<file path="src/hw/rtl/nnpo_pkg.sv">
package nnpo_pkg;

    // fixed field widths of the stream payload
    localparam int FIELD_W     = 16;
    localparam int INDEX_W     = 4;
    localparam int IN_TDATA_W  = 3 * FIELD_W;
    localparam int OUT_FIELD_W = 3 * FIELD_W + INDEX_W;
    localparam int OUT_TDATA_W = ((OUT_FIELD_W + 7) / 8) * 8;
    localparam int PAD_W       = OUT_TDATA_W - OUT_FIELD_W;

    // microprogram steps
    typedef enum logic [2:0] {
        ST_LOAD,
        ST_SCAN_INIT,
        ST_SCAN,
        ST_DRAIN_A,
        ST_DRAIN_B,
        ST_EMIT,
        ST_FINISH
    } step_t;

    // branch and hold conditions
    typedef enum logic [2:0] {
        C_NEVER,
        C_ALWAYS,
        C_NO_FINAL,
        C_OUT_BUSY,
        C_SCAN_MORE,
        C_MORE_POINTS
    } cond_t;

    // one control word
    typedef struct packed {
        logic  load_en;
        logic  scan_clr;
        logic  issue;
        logic  emit;
        logic  set_clr;
        cond_t hold;
        cond_t jump;
        step_t target;
    } uword_t;

    // datapath flags seen by the sequencer
    typedef struct packed {
        logic final_accept;
        logic out_busy;
        logic scan_more;
        logic more_points;
    } status_t;

    // control store
    function automatic uword_t ucode_rom(step_t s);
        uword_t w;
        w = '0;
        w.hold   = C_NEVER;
        w.jump   = C_NEVER;
        w.target = ST_LOAD;
        case (s)
            ST_LOAD: begin
                w.load_en = 1'b1;
                w.hold    = C_NO_FINAL;
            end
            ST_SCAN_INIT: begin
                w.scan_clr = 1'b1;
            end
            ST_SCAN: begin
                w.issue  = 1'b1;
                w.jump   = C_SCAN_MORE;
                w.target = ST_SCAN;
            end
            ST_DRAIN_A, ST_DRAIN_B: begin
                w.jump = C_NEVER;
            end
            ST_EMIT: begin
                w.emit   = 1'b1;
                w.hold   = C_OUT_BUSY;
                w.jump   = C_MORE_POINTS;
                w.target = ST_SCAN_INIT;
            end
            ST_FINISH: begin
                w.set_clr = 1'b1;
                w.jump    = C_ALWAYS;
                w.target  = ST_LOAD;
            end
            default: begin
                w.jump   = C_ALWAYS;
                w.target = ST_LOAD;
            end
        endcase
        return w;
    endfunction

    // condition evaluation
    function automatic logic cond_true(cond_t c, status_t st);
        logic r;
        case (c)
            C_NEVER:       r = 1'b0;
            C_ALWAYS:      r = 1'b1;
            C_NO_FINAL:    r = !st.final_accept;
            C_OUT_BUSY:    r = st.out_busy;
            C_SCAN_MORE:   r = st.scan_more;
            C_MORE_POINTS: r = st.more_points;
            default:       r = 1'b0;
        endcase
        return r;
    endfunction

endpackage

</file>
<file path="src/hw/rtl/nnpo_seq.sv">
module nnpo_seq
    import nnpo_pkg::*;
(
    input  logic    aclk,
    input  logic    aresetn,
    input  status_t status,
    output uword_t  uword
);

    step_t pc_reg;
    step_t pc_next;
    logic  hold_hit;
    logic  jump_hit;

    // control word of the current step
    assign uword    = ucode_rom(pc_reg);
    assign hold_hit = cond_true(uword.hold, status);
    assign jump_hit = cond_true(uword.jump, status);

    // step counter sequencing
    always_comb begin
        if (hold_hit) begin
            pc_next = pc_reg;
        end else if (jump_hit) begin
            pc_next = uword.target;
        end else begin
            pc_next = step_t'(pc_reg + 3'd1);
        end
    end

    always_ff @(posedge aclk) begin
        if (!aresetn) begin
            pc_reg <= ST_LOAD;
        end else begin
            pc_reg <= pc_next;
        end
    end

endmodule

</file>
<file path="src/hw/rtl/nnpo_dp.sv">
module nnpo_dp
    import nnpo_pkg::*;
#(
    parameter int MAX_POINTS = 16,
    parameter int COORD_BITS = 16
) (
    input  logic                   aclk,
    input  logic                   aresetn,
    input  uword_t                 uword,
    output status_t                status,
    input  logic                   s_tvalid,
    output logic                   s_tready,
    input  logic [IN_TDATA_W-1:0]  s_tdata,
    input  logic                   s_tlast,
    output logic                   m_tvalid,
    input  logic                   m_tready,
    output logic [OUT_TDATA_W-1:0] m_tdata,
    output logic                   m_tlast,
    output logic                   m_tuser
);

    localparam int IDX_W  = $clog2(MAX_POINTS);
    localparam int CNT_W  = $clog2(MAX_POINTS + 1);
    localparam int SQ_W   = 2 * COORD_BITS;
    localparam int SUM_W  = SQ_W + 2;
    localparam int DIST_W = (SUM_W > 64) ? 64 : SUM_W;

    typedef logic signed [COORD_BITS-1:0] coord_t;

    // point store
    coord_t mem_x [MAX_POINTS];
    coord_t mem_y [MAX_POINTS];
    coord_t mem_z [MAX_POINTS];

    // set state
    logic [CNT_W-1:0]      count_reg;
    logic                  dropped_reg;
    logic [MAX_POINTS-1:0] used_reg;
    coord_t                ref_x_reg, ref_y_reg, ref_z_reg;
    logic [IDX_W-1:0]      idx_reg;
    logic [CNT_W-1:0]      k_reg;

    // scan pipeline
    logic                  rd_valid_reg;
    logic [IDX_W-1:0]      rd_idx_reg;
    coord_t                rd_x_reg, rd_y_reg, rd_z_reg;
    logic                  sq_valid_reg;
    logic [IDX_W-1:0]      sq_idx_reg;
    coord_t                sq_x_reg, sq_y_reg, sq_z_reg;
    logic [SQ_W-1:0]       sqx_reg, sqy_reg, sqz_reg;
    logic                  found_reg;
    logic [DIST_W-1:0]     best_d_reg;
    logic [IDX_W-1:0]      best_idx_reg;
    coord_t                best_x_reg, best_y_reg, best_z_reg;

    // output register
    logic                   m_tvalid_reg;
    logic [OUT_TDATA_W-1:0] m_tdata_reg;
    logic                   m_tlast_reg;
    logic                   m_tuser_reg;

    logic                    accept;
    logic                    room;
    logic                    emit_fire;
    logic                    better;
    coord_t                  in_x, in_y, in_z;
    logic [COORD_BITS-1:0]   ax, ay, az;
    logic [SUM_W-1:0]        sum;
    logic [DIST_W-1:0]       cand_d;

    function automatic logic [COORD_BITS-1:0] abs_diff(coord_t a, coord_t b);
        logic signed [COORD_BITS:0] d;
        d = (COORD_BITS + 1)'(a) - (COORD_BITS + 1)'(b);
        return d[COORD_BITS] ? COORD_BITS'(-d) : COORD_BITS'(d);
    endfunction

    // input side
    assign s_tready = uword.load_en;
    assign accept   = s_tvalid && s_tready;
    assign room     = count_reg < CNT_W'(MAX_POINTS);
    assign in_x     = COORD_BITS'($signed(s_tdata[FIELD_W-1:0]));
    assign in_y     = COORD_BITS'($signed(s_tdata[2*FIELD_W-1:FIELD_W]));
    assign in_z     = COORD_BITS'($signed(s_tdata[3*FIELD_W-1:2*FIELD_W]));

    // status back to the sequencer
    assign status.final_accept = accept && s_tlast;
    assign status.out_busy     = m_tvalid_reg && !m_tready;
    assign status.scan_more    = (CNT_W'(idx_reg) + CNT_W'(1)) != count_reg;
    assign status.more_points  = (k_reg + CNT_W'(1)) != count_reg;
    assign emit_fire           = uword.emit && !status.out_busy;

    // store write and scan read
    always_ff @(posedge aclk) begin
        if (accept && room) begin
            mem_x[count_reg[IDX_W-1:0]] <= in_x;
            mem_y[count_reg[IDX_W-1:0]] <= in_y;
            mem_z[count_reg[IDX_W-1:0]] <= in_z;
        end
        rd_x_reg <= mem_x[idx_reg];
        rd_y_reg <= mem_y[idx_reg];
        rd_z_reg <= mem_z[idx_reg];
    end

    // distance terms against the reference
    assign ax = abs_diff(rd_x_reg, ref_x_reg);
    assign ay = abs_diff(rd_y_reg, ref_y_reg);
    assign az = abs_diff(rd_z_reg, ref_z_reg);

    // sum of squares, saturated to 64 bits
    assign sum = SUM_W'(sqx_reg) + SUM_W'(sqy_reg) + SUM_W'(sqz_reg);
    generate
        if (SUM_W > 64) begin : g_sat
            assign cand_d = (|sum[SUM_W-1:64]) ? {DIST_W{1'b1}} : sum[DIST_W-1:0];
        end else begin : g_nosat
            assign cand_d = sum;
        end
    endgenerate

    // strict compare keeps the lowest index on ties
    assign better = sq_valid_reg && (!found_reg || cand_d < best_d_reg);

    // pipeline payload
    always_ff @(posedge aclk) begin
        rd_idx_reg <= idx_reg;
        sq_idx_reg <= rd_idx_reg;
        sq_x_reg   <= rd_x_reg;
        sq_y_reg   <= rd_y_reg;
        sq_z_reg   <= rd_z_reg;
        sqx_reg    <= SQ_W'(ax) * SQ_W'(ax);
        sqy_reg    <= SQ_W'(ay) * SQ_W'(ay);
        sqz_reg    <= SQ_W'(az) * SQ_W'(az);
        if (better) begin
            best_d_reg   <= cand_d;
            best_idx_reg <= sq_idx_reg;
            best_x_reg   <= sq_x_reg;
            best_y_reg   <= sq_y_reg;
            best_z_reg   <= sq_z_reg;
        end
        if (emit_fire) begin
            m_tdata_reg <= {{PAD_W{1'b0}}, INDEX_W'(best_idx_reg),
                            FIELD_W'(best_z_reg), FIELD_W'(best_y_reg),
                            FIELD_W'(best_x_reg)};
            m_tlast_reg <= !status.more_points;
            m_tuser_reg <= dropped_reg;
        end
    end

    // control state
    always_ff @(posedge aclk) begin
        if (!aresetn) begin
            count_reg    <= '0;
            dropped_reg  <= 1'b0;
            used_reg     <= '0;
            ref_x_reg    <= '0;
            ref_y_reg    <= '0;
            ref_z_reg    <= '0;
            idx_reg      <= '0;
            k_reg        <= '0;
            rd_valid_reg <= 1'b0;
            sq_valid_reg <= 1'b0;
            found_reg    <= 1'b0;
            m_tvalid_reg <= 1'b0;
        end else begin
            if (accept) begin
                if (room) begin
                    count_reg <= count_reg + CNT_W'(1);
                end else begin
                    dropped_reg <= 1'b1;
                end
            end
            if (uword.scan_clr) begin
                idx_reg   <= '0;
                found_reg <= 1'b0;
            end
            if (uword.issue) begin
                idx_reg <= idx_reg + IDX_W'(1);
            end
            rd_valid_reg <= uword.issue && !used_reg[idx_reg];
            sq_valid_reg <= rd_valid_reg;
            if (better) begin
                found_reg <= 1'b1;
            end
            if (emit_fire) begin
                used_reg[best_idx_reg] <= 1'b1;
                ref_x_reg              <= best_x_reg;
                ref_y_reg              <= best_y_reg;
                ref_z_reg              <= best_z_reg;
                k_reg                  <= k_reg + CNT_W'(1);
            end
            if (uword.set_clr) begin
                count_reg   <= '0;
                dropped_reg <= 1'b0;
                used_reg    <= '0;
                ref_x_reg   <= '0;
                ref_y_reg   <= '0;
                ref_z_reg   <= '0;
                k_reg       <= '0;
            end
            if (emit_fire) begin
                m_tvalid_reg <= 1'b1;
            end else if (m_tready) begin
                m_tvalid_reg <= 1'b0;
            end
        end
    end

    assign m_tvalid = m_tvalid_reg;
    assign m_tdata  = m_tdata_reg;
    assign m_tlast  = m_tlast_reg;
    assign m_tuser  = m_tuser_reg;

    // checks
    a_count_cap: assert property (@(posedge aclk) disable iff (!aresetn)
        count_reg <= CNT_W'(MAX_POINTS))
        else $error("point count above capacity");

    a_emit_found: assert property (@(posedge aclk) disable iff (!aresetn)
        emit_fire |-> found_reg)
        else $error("emit without a scanned candidate");

    a_emit_unused: assert property (@(posedge aclk) disable iff (!aresetn)
        emit_fire |-> !used_reg[best_idx_reg])
        else $error("point emitted twice");

    a_load_quiet: assert property (@(posedge aclk) disable iff (!aresetn)
        accept |-> (k_reg == '0 && !rd_valid_reg && !sq_valid_reg))
        else $error("load beat taken while ordering is active");

endmodule

</file>
<file path="src/hw/rtl/nearest_neighbor_path_order.sv">
// loading: one s_ beat per cycle while the loader step runs
// ordering: after the final point, each emitted point takes an init step, a scan
// of all n stored points through the distance pipeline, two drain steps and an
// emit step that holds while the output is stalled; the microcode scan loop reads
// one stored point at a time through the single store read port
// reset: aresetn synchronous active low, clears set state and the step counter
module nearest_neighbor_path_order
    import nnpo_pkg::*;
#(
    parameter int MAX_POINTS = 16,
    parameter int COORD_BITS = 16
) (
    input  logic                   aclk,
    input  logic                   aresetn,
    input  logic                   s_tvalid,
    output logic                   s_tready,
    input  logic [IN_TDATA_W-1:0]  s_tdata,   // pos_x, pos_y, pos_z
    input  logic                   s_tlast,   // last_point
    output logic                   m_tvalid,
    input  logic                   m_tready,
    output logic [OUT_TDATA_W-1:0] m_tdata,   // out_x, out_y, out_z, load_index, zero pad
    output logic                   m_tlast,   // last_out
    output logic                   m_tuser    // overflow
);

    uword_t  uword;
    status_t status;

    // microcode sequencer
    nnpo_seq u_seq (
        .aclk    (aclk),
        .aresetn (aresetn),
        .status  (status),
        .uword   (uword)
    );

    // store, distance pipeline and output register
    nnpo_dp #(
        .MAX_POINTS (MAX_POINTS),
        .COORD_BITS (COORD_BITS)
    ) u_dp (
        .aclk     (aclk),
        .aresetn  (aresetn),
        .uword    (uword),
        .status   (status),
        .s_tvalid (s_tvalid),
        .s_tready (s_tready),
        .s_tdata  (s_tdata),
        .s_tlast  (s_tlast),
        .m_tvalid (m_tvalid),
        .m_tready (m_tready),
        .m_tdata  (m_tdata),
        .m_tlast  (m_tlast),
        .m_tuser  (m_tuser)
    );

endmodule

</file>
<file path="config.mk">
export PLATFORM = sky130hd
export DESIGN_NAME = nearest_neighbor_path_order
export DESIGN_NICKNAME = d
export VERILOG_FILES = /design/src/hw/rtl/nnpo_pkg.sv /design/src/hw/rtl/nnpo_seq.sv /design/src/hw/rtl/nnpo_dp.sv /design/src/hw/rtl/nearest_neighbor_path_order.sv
export SDC_FILE = /design/constraint.sdc
export NUM_CORES = 2
export LEC_CHECK = 0
export BUFFER_PORTS_ARGS = -buffer_cell sky130_fd_sc_hd__buf_4
export CAP_MARGIN = 0
export CORE_UTILIZATION = 55
export DETAILED_ROUTE_END_ITERATION = 10
export MAX_ROUTING_LAYER = met4
export PLACE_DENSITY = 0.73
export SYNTH_ARGS = -nofsm -noshare
export SYNTH_HDL_FRONTEND = slang
export SYNTH_SLANG_ARGS = --single-unit
</file>
<file path="constraint.sdc">
create_clock -name aclk -period 38.4 [get_ports aclk]
set_input_delay 1.92 -clock aclk [delete_from_list [all_inputs] [get_ports aclk]]
set_output_delay 1.92 -clock aclk [all_outputs]
set_load 0.01 [all_outputs]
</file>
==> impl_metrics.json <==
{
  "die_w_um": 355,
  "fmax_mhz": 97.8,
  "wl_um": 153000,
  "r2r_cells": 35,
  "ant_nets": 0,
  "dpl.hpwl_um": 102000,
  "clk_latency_ns": 0.75,
  "num_rows": 129,
  "tns_ns": 0,
  "crit_type": "reg -> reg",
  "rrSetupSlack_ns": 28.17,
  "ys_seq_area_frac": 0.481,
  "cp-endpoint": "u_dp.sqy_reg[31]",
  "async_reset_ff_frac": 0,
  "start_util": 0.554,
  "drcViolationCount": 0,
  "synth_warnings": 0,
  "min_period_ns": 10.23,
  "clkTransAtPathRegs_ns": 0.06,
  "hold_buffers": 0,
  "worstPathMaxFanout": 18,
  "cp_data_arrival_time_ns": 10.81,
  "worstSetupEndpointType": "register",
  "synth-seq-cells": 1191,
  "cp_slowest_stage_delay_ns": 0.92,
  "crit_family": "adder cells",
  "drtIter0Drc": 3372,
  "viasPerCell": 5.66,
  "crit_top_cell": "fa_1",
  "status": "finished clean",
  "clkSinkCount": 1191,
  "syn_avg_cell_area_um2": 12.9,
  "routabilityCongestion": 0.937,
  "synth.distinct_cells": 80,
  "synth_edf_count": 908,
  "finalHoldViolCount": 0,
  "nFillCells": 9454,
  "final_max_slew_viol_count": 0,
  "startpoint": "u_dp.rd_y_reg[0]",
  "antenna_found_initial": 10,
  "slowest_stage": "o21ai_1",
  "setup_violations": 0,
  "required_ns": 38.98,
  "skew_ns": 0.0740,
  "crit_cells": 35,
  "critPathBufInv": 5,
  "grt_pass1_wl_um": 241000,
  "die_h_um": 355,
  "dr.pass1.iters": 6,
  "r2r_start": "u_dp.rd_y_reg[0]",
  "cts_buffer_depth": 3,
  "drive_gt1_frac": 0.118,
  "cts-root-buf": "clkbuf_16",
  "io_buffers": 108,
  "areaGrowthSynthToFinish_pct": 10.1,
  "crit_path_start_kind": "register",
  "core_area_um2": 124000,
  "cts-resized-gates": 0,
  "grtUsageTotal": 0.258,
  "cts_setup_buffers": 0,
  "die-area_um2": 126000,
  "htreeDepth": 3,
  "syn-cell-area_um2": 68500,
  "rsz0062_at_grt": "no",
  "first_global_vias": 42446,
  "hp-class": "reg -> reg",
  "num-nets-final": 6440,
  "r2r-end": "u_dp.sqy_reg[31]",
  "grt-ovfl-total": 0,
  "maxCapViolations": 0,
  "hold_start": "u_dp.rd_idx_reg[2]",
  "slew_headroom": 0.180,
  "tightest_slew_ns": 1.23,
  "cts_tree": "built",
  "io_pins": 113,
  "syn_inst": 5303,
  "wl_per_cell_um": 21.3,
  "grt_max_degree": 104,
  "cts-buffers-inserted": 116,
  "fin_crit_sh": 0.266,
  "vias": 40721,
  "ys.flop_type": "edfxtp_1"
}
==> kinds of logic after synthesis <==
logic type | share of synthesized area
multiplexers | 0.0823
adder cells (fa/ha/maj) | 0.225
XOR/XNOR | 0.0301
flip-flops | 0.481
buffers and inverters | 0.0561
AO/OA/AOI/OAI | 0.0590
other | 0.0000548
AND/OR/NAND/NOR | 0.0663
==> worst min path at each step <==
stage / end / slack, ns / cells after the start
4_1_cts: u_dp.sq_idx_reg[2] / 0.33 / 0
2_1_floorplan: u_dp.sq_idx_reg[0] / 0.31 / 0
3_5_place_dp: u_dp.sq_idx_reg[3] / 0.31 / 0
5_1_grt: u_dp.sq_idx_reg[3] / 0.33 / 0
6_report: u_dp.sq_idx_reg[2] / 0.33 / 0
3_3_place_gp: u_dp.sq_idx_reg[0] / 0.31 / 0
==> synthesized netlist by cell type, types with 22 or more instances <==
master,instances,area share
nand2_1,383,0.021
and2_1,29,0.0026
dfxtp_1,283,0.083
nor2_1,363,0.020
ha_1,448,0.082
xor2_1,80,0.010
nor3_1,42,0.0031
xnor2_1,151,0.019
a31oi_1,27,0.0025
clkbuf_1,107,0.0059
mux4_2,245,0.081
fa_1,491,0.14
inv_1,864,0.047
edfxtp_1,908,0.40
a21oi_1,227,0.017
a21o_1,85,0.0093
nand2b_1,35,0.0032
o21ai_0,98,0.0072
nor2b_1,39,0.0036
buf_1,22,0.0012
nand3_1,38,0.0028
o21a_1,46,0.0050
==> final cells by class <==
| class | instances | area (um2) | share of cell area |
|---|---|---|---|
| clock inverters | 59 | 737 | 0.00977 |
| inverters | 880 | 3310 | 0.0438 |
| multi-input cells | 3097 | 31900 | 0.423 |
| flip-flops and latches | 1191 | 32900 | 0.437 |
| clock buffers | 162 | 3260 | 0.0432 |
| diodes | 6 | 15.0 | 0.000199 |
| repair buffers | 162 | 1230 | 0.0163 |
| well taps | 1637 | 2050 | 0.0272 |
==> worst reg2reg max path: cells and delay by family, from the launching register on <==
kind	cells	cell delay (ns)
buf+inv	5	0.67
fa+ha+maj	9	3.73
compound gates	10	3.03
flops	1	0.34
simple gates	7	1.40
xor+xnor	4	0.92
==> metrics by stage <==
stage                     area, um2   util  setup WS [ns]  std cells  hold WS (ns)
final                         75400  0.610          28.17       7194         0.326
after global routing          75400  0.610          27.24       7193         0.332
after detailed placement      71400  0.577          28.20       6967         0.312
after global placement        71400  0.577          28.40       6967         0.311
after CTS                     75400  0.610          28.19       7188         0.326
after floorplan               68500      -          23.28       5306         0.310
==> routing by layer <==
metal  share of wire  GRT usage
met2            0.49      0.412
met3           0.065     0.0374
met1            0.42      0.344
met5               0          -
met4           0.028     0.0772
==> cells in the final DEF, fill, tap and decap left out, types with 29 or more instances in the layout <==
cell type	instances
dfxtp_1	279
a21oi_1	227
edfxtp_1	908
clkbuf_16	118
o21a_1	46
nand2_1	382
nand3_1	37
a21o_1	85
inv_1	863
fa_1	491
nor2b_1	39
ha_1	448
nand2b_1	35
o21ai_0	98
buf_4	161
xor2_1	80
clkbuf_1	30
and2_1	29
nor3_1	38
mux4_2	245
nor2_1	351
xnor2_1	151
Power is left out: the tool's default activity adds up to more than one toggle a clock period on the data nets, which glitch-free logic cannot reach.
